[src/hw/rtl/cdq_pkg.sv]
// Package for the circular deque: sizes, operation and status codes,
// the per-cell control struct and the ring index step functions.
// No dependencies.
package cdq_pkg;

   localparam int DEPTH   = 16;
   localparam int IDX_W   = $clog2(DEPTH);
   localparam int DATA_W  = 32;
   localparam int CAP_W   = 5;
   localparam int CNT_W   = (CAP_W > IDX_W + 1) ? CAP_W : IDX_W + 1;
   localparam logic [DATA_W-1:0] UNDERFLOW_DATA = {DATA_W{1'b1}};

   typedef enum logic [1:0] {
      KIND_PUSH_BACK  = 2'd0,
      KIND_PUSH_FRONT = 2'd1,
      KIND_POP_FRONT  = 2'd2,
      KIND_POP_BACK   = 2'd3
   } kind_type;

   typedef enum logic [1:0] {
      STATUS_OK        = 2'd0,
      STATUS_OVERFLOW  = 2'd1,
      STATUS_UNDERFLOW = 2'd2
   } status_type;

   typedef struct packed {
      logic              wr_en;
      logic [IDX_W-1:0]  wr_idx;
      logic [DATA_W-1:0] wr_data;
      logic [IDX_W-1:0]  rd_idx;
   } cell_ctl_type;

   function automatic logic [IDX_W-1:0] step_up(input logic [IDX_W-1:0] i,
                                                input logic [IDX_W-1:0] last);
      return (i >= last) ? '0 : i + 1'b1;
   endfunction

   function automatic logic [IDX_W-1:0] step_down(input logic [IDX_W-1:0] i,
                                                  input logic [CNT_W-1:0] cap,
                                                  input logic [IDX_W-1:0] last);
      return (i == '0 || CNT_W'(i) >= cap) ? last : i - 1'b1;
   endfunction

endpackage

[src/hw/rtl/cdq_cell.sv]
// One ring entry of the circular deque. It stores one value and passes the
// read value along the row, replacing it when its own slot is addressed.
// Depends on cdq_pkg.
module cdq_cell
   import cdq_pkg::*;
(
   input  logic              clock,
   input  logic [IDX_W-1:0]  slot_idx,
   input  cell_ctl_type      ctl,
   input  logic [DATA_W-1:0] rd_chain_in,
   output logic [DATA_W-1:0] rd_chain_out
);

   logic [DATA_W-1:0] data_ff;
   logic [DATA_W-1:0] data_in;

   always_comb begin
      data_in = data_ff;
      if (ctl.wr_en && ctl.wr_idx == slot_idx) begin
         data_in = ctl.wr_data;
      end
   end

   always_ff @(posedge clock) begin
      data_ff <= data_in;
   end

   assign rd_chain_out = (ctl.rd_idx == slot_idx) ? data_ff : rd_chain_in;

endmodule

[src/hw/rtl/circular_deque.sv]
// Top level of the circular deque: index control, capacity register,
// result register and the row of storage cells.
// Depends on cdq_pkg and cdq_cell.

// A double-ended queue of up to DEPTH 32-bit entries kept in a row of cells.
// Every request transfer is one of push back, push front, pop front or pop
// back and yields exactly one response in the next cycle: the popped value with
// status ok, zero with status ok for a push that is stored, zero with status
// overflow for a push into a full queue, or all ones with status underflow for
// a pop from an empty queue. One request is taken every cycle while the
// response side keeps up and no capacity write is offered. Writing the
// capacity register empties the queue; capacities of zero or above DEPTH act
// as one and DEPTH.
module circular_deque
   import cdq_pkg::*;
(
   input  logic              clock,
   input  logic              reset,
   input  logic              csr_valid,
   output logic              csr_ready,
   input  logic [CAP_W-1:0]  csr_data,    // capacity_in_use
   input  logic              req_tvalid,
   output logic              req_tready,
   input  logic [DATA_W-1:0] req_tdata,   // value
   input  logic [1:0]        req_tuser,   // kind
   output logic              rsp_tvalid,
   input  logic              rsp_tready,
   output logic [DATA_W-1:0] rsp_tdata,   // data
   output logic [1:0]        rsp_tuser    // status
);

   logic [CAP_W-1:0]  cap_ff, cap_in;
   logic [IDX_W-1:0]  front_ff, front_in;
   logic [IDX_W-1:0]  rear_ff, rear_in;
   logic              empty_ff, empty_in;
   logic              rsp_valid_ff, rsp_valid_in;
   logic [DATA_W-1:0] rsp_data_ff, rsp_data_in;
   status_type        rsp_status_ff, rsp_status_in;

   logic [CNT_W-1:0]  eff_cap;
   logic [IDX_W-1:0]  cap_last;
   logic              accept;
   logic              cfg_write;
   logic              full;
   kind_type          kind;
   logic [IDX_W-1:0]  rear_up, front_up, front_down, rear_down;
   cell_ctl_type      ctl;
   logic [DATA_W-1:0] rd_chain [DEPTH+1];

   always_comb begin
      priority if (cap_ff == '0) begin
         eff_cap = CNT_W'(1);
      end else if (CNT_W'(cap_ff) > CNT_W'(DEPTH)) begin
         eff_cap = CNT_W'(DEPTH);
      end else begin
         eff_cap = CNT_W'(cap_ff);
      end
   end

   assign cap_last   = IDX_W'(eff_cap - 1'b1);
   assign rear_up    = step_up(rear_ff, cap_last);
   assign front_up   = step_up(front_ff, cap_last);
   assign front_down = step_down(front_ff, eff_cap, cap_last);
   assign rear_down  = step_down(rear_ff, eff_cap, cap_last);
   assign full       = !empty_ff && rear_up == front_ff;
   assign kind       = kind_type'(req_tuser);

   assign csr_ready  = 1'b1;
   assign cfg_write  = csr_valid && csr_ready;
   assign req_tready = (!rsp_valid_ff || rsp_tready) && !csr_valid;
   assign accept     = req_tvalid && req_tready;

   always_comb begin
      cap_in        = cap_ff;
      front_in      = front_ff;
      rear_in       = rear_ff;
      empty_in      = empty_ff;
      rsp_valid_in  = rsp_valid_ff && !rsp_tready;
      rsp_data_in   = rsp_data_ff;
      rsp_status_in = rsp_status_ff;
      ctl.wr_en     = 1'b0;
      ctl.wr_idx    = '0;
      ctl.wr_data   = req_tdata;
      ctl.rd_idx    = (kind == KIND_POP_FRONT) ? front_ff : rear_ff;
      if (cfg_write) begin
         cap_in   = csr_data;
         front_in = '0;
         rear_in  = '0;
         empty_in = 1'b1;
      end else if (accept) begin
         rsp_valid_in  = 1'b1;
         rsp_data_in   = '0;
         rsp_status_in = STATUS_OK;
         unique case (kind)
            KIND_PUSH_BACK, KIND_PUSH_FRONT: begin
               if (full) begin
                  rsp_status_in = STATUS_OVERFLOW;
               end else if (empty_ff) begin
                  front_in  = '0;
                  rear_in   = '0;
                  empty_in  = 1'b0;
                  ctl.wr_en = 1'b1;
               end else if (kind == KIND_PUSH_BACK) begin
                  rear_in    = rear_up;
                  ctl.wr_en  = 1'b1;
                  ctl.wr_idx = rear_up;
               end else begin
                  front_in   = front_down;
                  ctl.wr_en  = 1'b1;
                  ctl.wr_idx = front_down;
               end
            end
            KIND_POP_FRONT, KIND_POP_BACK: begin
               if (empty_ff) begin
                  rsp_data_in   = UNDERFLOW_DATA;
                  rsp_status_in = STATUS_UNDERFLOW;
               end else begin
                  rsp_data_in = rd_chain[DEPTH];
                  if (front_ff == rear_ff) begin
                     front_in = '0;
                     rear_in  = '0;
                     empty_in = 1'b1;
                  end else if (kind == KIND_POP_FRONT) begin
                     front_in = front_up;
                  end else begin
                     rear_in = rear_down;
                  end
               end
            end
            default: begin
               rsp_status_in = STATUS_OK;
            end
         endcase
      end
   end

   always_ff @(posedge clock) begin
      if (reset) begin
         cap_ff       <= CAP_W'(DEPTH);
         front_ff     <= '0;
         rear_ff      <= '0;
         empty_ff     <= 1'b1;
         rsp_valid_ff <= 1'b0;
      end else begin
         cap_ff       <= cap_in;
         front_ff     <= front_in;
         rear_ff      <= rear_in;
         empty_ff     <= empty_in;
         rsp_valid_ff <= rsp_valid_in;
      end
   end

   always_ff @(posedge clock) begin
      rsp_data_ff   <= rsp_data_in;
      rsp_status_ff <= rsp_status_in;
   end

   assign rd_chain[0] = '0;

   for (genvar g = 0; g < DEPTH; g++) begin : g_cell
      cdq_cell u_cell (
         .clock        (clock),
         .slot_idx     (IDX_W'(g)),
         .ctl          (ctl),
         .rd_chain_in  (rd_chain[g]),
         .rd_chain_out (rd_chain[g+1])
      );
   end

   assign rsp_tvalid = rsp_valid_ff;
   assign rsp_tdata  = rsp_data_ff;
   assign rsp_tuser  = rsp_status_ff;

`ifndef ASSERT_OFF
   a_empty_idx: assert property (@(posedge clock) disable iff (reset)
      empty_ff |-> (front_ff == '0 && rear_ff == '0))
      else $error("Empty queue with nonzero indices.");

   a_idx_range: assert property (@(posedge clock) disable iff (reset)
      (CNT_W'(front_ff) < eff_cap && CNT_W'(rear_ff) < eff_cap))
      else $error("Index beyond active capacity.");

   a_cfg_empties: assert property (@(posedge clock) disable iff (reset)
      cfg_write |=> (empty_ff && rsp_valid_ff == $past(rsp_valid_ff && !rsp_tready)))
      else $error("Capacity write did not empty the queue.");

   a_underflow_data: assert property (@(posedge clock) disable iff (reset)
      (rsp_valid_ff && rsp_status_ff == STATUS_UNDERFLOW) |-> rsp_data_ff == UNDERFLOW_DATA)
      else $error("Underflow response without all-ones data.");

   a_push_zero: assert property (@(posedge clock) disable iff (reset)
      (accept && !cfg_write && (kind == KIND_PUSH_BACK || kind == KIND_PUSH_FRONT))
      |=> (rsp_valid_ff && rsp_data_ff == '0))
      else $error("Push response carries nonzero data.");
`endif

endmodule

[config.mk]
export PLATFORM = sky130hd
export DESIGN_NAME = circular_deque
export DESIGN_NICKNAME = d
export VERILOG_FILES = /design/src/hw/rtl/cdq_pkg.sv /design/src/hw/rtl/cdq_cell.sv /design/src/hw/rtl/circular_deque.sv
export SDC_FILE = /design/constraint.sdc
export NUM_CORES = 1
export LEC_CHECK = 0
export BUFFER_PORTS_ARGS = -buffer_cell sky130_fd_sc_hd__buf_2
export CAP_MARGIN = 20
export CELL_PAD_IN_SITES_DETAIL_PLACEMENT = 2
export CELL_PAD_IN_SITES_GLOBAL_PLACEMENT = 2
export CORE_AREA = 2 2 231 233
export DETAILED_ROUTE_END_ITERATION = 12
export DIE_AREA = 0 0 233 235
export PLACE_DENSITY_LB_ADDON = 0.1
export SETUP_SLACK_MARGIN = 0.1
export SLEW_MARGIN = 20
export SYNTH_ARGS = -nofsm -noshare
export SYNTH_HDL_FRONTEND = slang
export SYNTH_HIERARCHICAL = 1
export SYNTH_SLANG_ARGS = --single-unit
[constraint.sdc]
create_clock -name clock -period 17.75 [get_ports clock]
set_input_delay 0.8875 -clock clock [delete_from_list [all_inputs] [get_ports clock]]
set_output_delay 0.8875 -clock clock [all_outputs]
set_load 0.005 [all_outputs]
* Word level (Yosys, flattened, before mapping)
Cells that the tools add are included.
Word-level totals: register bits 561, bits of input ports 44, output and inout port bits 37, logic and storage cells 169
Operators by class: add/subtract/negate cells 5, magnitude comparators 5, eq/ne operators 41, multiplexer cells 54, bitwise operators 1, reductions and logical operators 40
Operator list (count):
- 32-bit two-way mux | 17
- 4-bit two-way mux | 19
- 4-bit == test, second input constant | 16
- 4-bit by 3-bit == test with 1-bit output, second input constant | 8
- 5-bit two-way mux | 6
- 1-bit logical AND | 20
- 4-bit by 2-bit == test with 1-bit output, second input constant | 4
- 4-bit zero test | 4
- 4-bit one-hot mux with 2 select lines | 2
- 3-bit != test, second input constant | 4
- 4-bit by 1-bit subtractor with 4-bit output, second input constant | 3
- 4-bit by 5-bit >= comparator with 1-bit output | 2
- 5-bit AND reduction | 2
- 4-bit by 1-bit adder with 4-bit output, second input constant | 2
- 4-bit by 1-bit == test with 1-bit output, second input constant | 2
- 4-bit == test | 2
- 4-bit >= comparator | 2
- 1-bit two-way mux | 7
- 2-bit OR reduction | 3
- 5-bit > comparator, second input constant | 1
- 5-bit zero test | 1
- 2-bit == test, second input constant | 2
- 1-bit zero test | 4
- 2-bit != test, second input constant | 2
- 8 further kinds | 11

* Logic depth before layout (Yosys ltp)
depth in word-level cells 20, depth in mapped cells 24, depth with buffers taken out 22

* Modules after synthesis
The synthesis kept the hierarchy.
Modules (own cells, without submodules):
- cdq_cell | times used 16, cells an instance 78, area each 1456.4 µm², sequential area each 960.9 µm²
- circular_deque | times used 1, cells an instance 311, area each 3111.7 µm², sequential area each 1321.3 µm²

* Least setup slack after synthesis
No wires, ideal clock.
path type in2reg, from input req_tuser[0], to register rsp_data_ff[3] (netlist: rsp_tdata[3]) (data pin), library setup time 0.254 ns, arrival time 7.981 ns, required time 17.496 ns, setup slack 9.515 ns, cell stages on the path 22, path buffers 2, path through clkbuf_1 -> nor2b_1 -> o21ai_0 -> xor2_1 -> nor4_4 -> buf_6 -> mux2_1 -> mux2_1 -> mux2_1 -> mux2_1 -> mux2_1 -> mux2_1 -> mux2_1 -> mux2_1 -> mux2_1 -> mux2_1 -> mux2_1 -> mux2_1 -> mux2_1 -> mux2_1 -> mux2_1 -> o21a_1
RTL lines:
- start: declaration | RTL line circular_deque.sv:25 | input logic [1:0] req_tuser,
- end signal: assignment | RTL line circular_deque.sv:154 | rsp_data_ff <= rsp_data_in;
- end: declaration | RTL line circular_deque.sv:37 | logic [DATA_W-1:0] rsp_data_ff, rsp_data_in;

==> flow_summary.json <==
{
  "core_mm2": 0.0522,
  "min_from": "csr_data[4]",
  "yosys_warnings": 6,
  "cp_slowest_cell": "mux2_2",
  "finalCriticalPeriod_ns": 7.91,
  "via_per_inst": 5.77,
  "crit_path_max_fanout": 44,
  "cellLeakagePower_nw": 10.2,
  "drt_wl_total_mm": 78.9,
  "ys_types": 56,
  "std_cell_rows": 84,
  "clk_pin_slew_worst_paths_ns": 0.07,
  "gp_congestion": 0.757,
  "comb_power_share_pct": 9.1,
  "ys_top_cells_by_count": "546 x edfxtp_1, 482 x mux2_2, 115 x xor2_1, 48 x buf_6, 39 x nand2_1",
  "synth-main-ff-cell": "edfxtp_1",
  "ys_async_sr_fraction_pct": 0,
  "portBuffers": 79,
  "rr_startpoint": "rear_ff[0]",
  "cap_violations": 0,
  "required_ns": 18.13,
  "sw_frac_of_total_pct": 23.2,
  "startpoint_type": "input port",
  "die_area_mm2": 0.0548,
  "syn_to_final_growth_pct": 13.1,
  "grt_first_pass_wirelength_mm": 115,
  "min_period_over_period_pct": 44.6,
  "crit_family": "multiplexers",
  "hold_viol": 0,
  "synth_edf_count": 546,
  "critPathMaxStageDelay_ns": 0.61,
  "worstHoldPathCells": 3,
  "status": "completed",
  "tritoncts": "done",
  "switchingPower_uw": 679,
  "start_util_pct": 50.6,
  "nets": 1893,
  "htreeDepth": 2,
  "grt_antenna_before_repair": 3,
  "num_vias": 14803,
  "gr-total-overflow": 0,
  "synth.most_common_cell": "edfxtp_1",
  "dpl_cell_area_mm2": 0.0280,
  "synthCells": 1559,
  "first_pass_iters": 4,
  "drtAntennaViolNets": 0,
  "fp.dieW_um": 233,
  "cts_buffer_depth": 3,
  "arrival_ns": 8.30,
  "reg2reg_depth": 22,
  "postCtsHoldBufs": 0,
  "drive_gt1_share_pct": 38.5,
  "ioPinCount": 81,
  "hold_path.class": "in -> reg",
  "dr.first_iter.drc_count": 1130,
  "slew_violations": 0,
  "worstSetupEndpointType": "register",
  "setup_viol": 0,
  "finClkSkew_ns": 0.0299,
  "synth_top_area_share_pct": 62.1,
  "power_density_mw_per_mm2": 98.0,
  "fmax_mhz": 126,
  "cts.sinks": 561,
  "clkPwrFrac_pct": 40.8,
  "ys_top_cells_by_area": "edfxtp_1 62%, mux2_2 21%, xor2_1 3.8%",
  "grt_pass1_vias": 16869,
  "relSlewSlack_pct": 29.5,
  "finalNonFillerCells": 2566,
  "ys_ff_latch": 561,
  "r2r-end": "rsp_tdata[3]",
  "dp_cells": 2454,
  "rsz0062_at_grt": "no",
  "cts_resized": 0,
  "tightest_slew_ns": 1.06,
  "fin_tns_setup_ns": 0,
  "drc": 0,
  "min_to": "cap_ff[4]",
  "yosys.area.top_type": "edfxtp_1",
  "grt_max_degree": 47,
  "syn_avg_cell_area_um2": 16.9,
  "grt_use_total_pct": 29.3,
  "synthesis.area_mm2": 0.0264,
  "wl_per_cell_um": 30.7,
  "postCtsSetupRepairBufs": 0,
  "crit_top_cell": "mux2_1",
  "critical_path_class": "in -> reg",
  "crit_chain": "buf_2 > buf_4 > nor2b_1 > mux2_2 > xor2_1 > nor4_4 > buf_4 > mux2_1 > mux2_1 > mux2_1 > mux2_1 > mux2_1 > mux2_1 > mux2_1 > mux2_1 > mux2_1 > mux2_1 > mux2_1 > mux2_1 > mux2_1 > mux2_1 > mux2_1 > o21a_1",
  "fin_area_mm2": 0.0299,
  "seqPwrFrac_pct": 50.1,
  "nFillCells": 4558,
  "r2r_slack_ns": 10.44,
  "dp_hpwl_mm": 43.5,
  "clk_latency_ns": 0.64,
  "cts_buffers": 59,
  "worst-path-buf-inv": 3,
  "peakVddDrop_v": 0.0000855,
  "p_int_mw": 2.25,
  "cts-root-buf": "clkbuf_16",
  "die_h_um": 235,
  "yosysSeqAreaShare_pct": 63.2
}
[state kept, by name (all words and copies together) (netlist names)]
signal,count
rsp_tdata,32
cap_ff,5
g_cell.u_cell/data_ff,512
rear_ff,4
rsp_tuser,2
front_ff,4
empty_ff,1
rsp_tvalid,1
[power by group through the flow]
stage / Sequential [mW] / Combinational (mW) / Clock, mW
floorplan: 1.49 / 0.180 / 0
global placement: 1.49 / 0.235 / 0
detailed placement: 1.49 / 0.255 / 0
CTS: 1.47 / 0.264 / 1.22
global route: 1.47 / 0.286 / 1.25
finish: 1.47 / 0.267 / 1.19
[how the worst max path moves through the flow]
stage	start	to	slack, ns	cells past startpoint
final	req_tuser[1]	rsp_tdata[3]	9.84	23
after global routing	req_tuser[1]	rsp_tdata[4]	9.57	23
after CTS	req_tuser[1]	rsp_tdata[4]	9.84	23
after floorplan	req_tuser[0]	rsp_tdata[3]	9.51	22
after global placement	req_tuser[1]	rsp_tdata[4]	9.58	23
after detailed placement	req_tuser[1]	rsp_tdata[3]	9.25	23
[placed cells by master, fill, tap and decap left out, types with 9 or more instances in the layout]
cell type / instances
conb_1: 161
nor4_2: 16
nand2_1: 39
nor3_1: 9
mux2i_1: 14
clkinv_1: 24
o21ai_0: 14
clkbuf_1: 13
buf_2: 79
ha_1: 20
xnor2_1: 25
dfxtp_1: 14
mux2_1: 32
mux2_2: 482
o21a_1: 36
a21oi_1: 9
inv_1: 10
nor4_4: 16
buf_4: 38
edfxtp_1: 546
xor2_1: 115
nor2_1: 19
clkbuf_16: 61
[layer usage]
layer	track usage, %	vias to the layer above	share of wire [%]
met5	0	-	0.025
li1	-	6375	-
met1	37.6	7898	41
met3	4.19	133	4.3
met4	8.72	4	2.7
met2	51.2	393	52
[cell families (layout without fill, tap and decap cells)]
logic type / count (synthesis) / after routing / share of synthesized area, %
other cells: 2 / 162 / 0.0284
simple gates: 130 / 130 / 3.52
buf+inv: 82 / 241 / 2.54
fa+ha+maj: 22 / 22 / 1.03
compound gates: 94 / 94 / 2.59
mux: 528 / 528 / 22.4
flops: 561 / 561 / 63.2
xor+xnor: 140 / 140 / 4.64
[area by class of cell]
type	instances	area (um2)	share of cell area (%)
diodes	1	2.50	0.00838
clock buffers	74	1580	5.27
clock inverters	35	230	0.771
inverters	12	45.0	0.151
multi-input cells	1075	9750	32.6
flip-flops and latches	561	16700	55.9
well taps	688	861	2.88
repair buffers	120	714	2.39
[worst register-to-register path, cell delays in order, from the launching register on]
cell and delay (ns):
dfxtp_1 0.61, inv_1 0.25, o21ai_2 0.21, buf_4 0.33
xor2_1 0.23, nor4_4 0.33, buf_4 0.54, mux2_1 0.40
mux2_1 0.29, mux2_1 0.29, mux2_1 0.28, mux2_1 0.27
mux2_1 0.28, mux2_1 0.30, mux2_1 0.30, mux2_1 0.29
mux2_1 0.28, mux2_1 0.28, mux2_1 0.27, mux2_1 0.27
mux2_1 0.28, mux2_1 0.29, o21a_1 0.17
[metrics by stage]
| stage | hold slack, ns | setup WS (ns) | utilization, % | total power, mW |
|---|---|---|---|---|
| 5_1_grt | 0.462 | 9.57 | 57.2 | 3.01 |
| 6_report | 0.466 | 9.84 | 57.2 | 2.93 |
| 3_5_place_dp | 0.513 | 9.25 | 53.7 | 1.75 |
| 4_1_cts | 0.442 | 9.84 | 57.1 | 2.95 |
| 3_3_place_gp | 0.500 | 9.58 | 53.7 | 1.73 |
| 2_1_floorplan | 0.486 | 9.51 | - | 1.67 |
(Power assumes the default switching activity.)
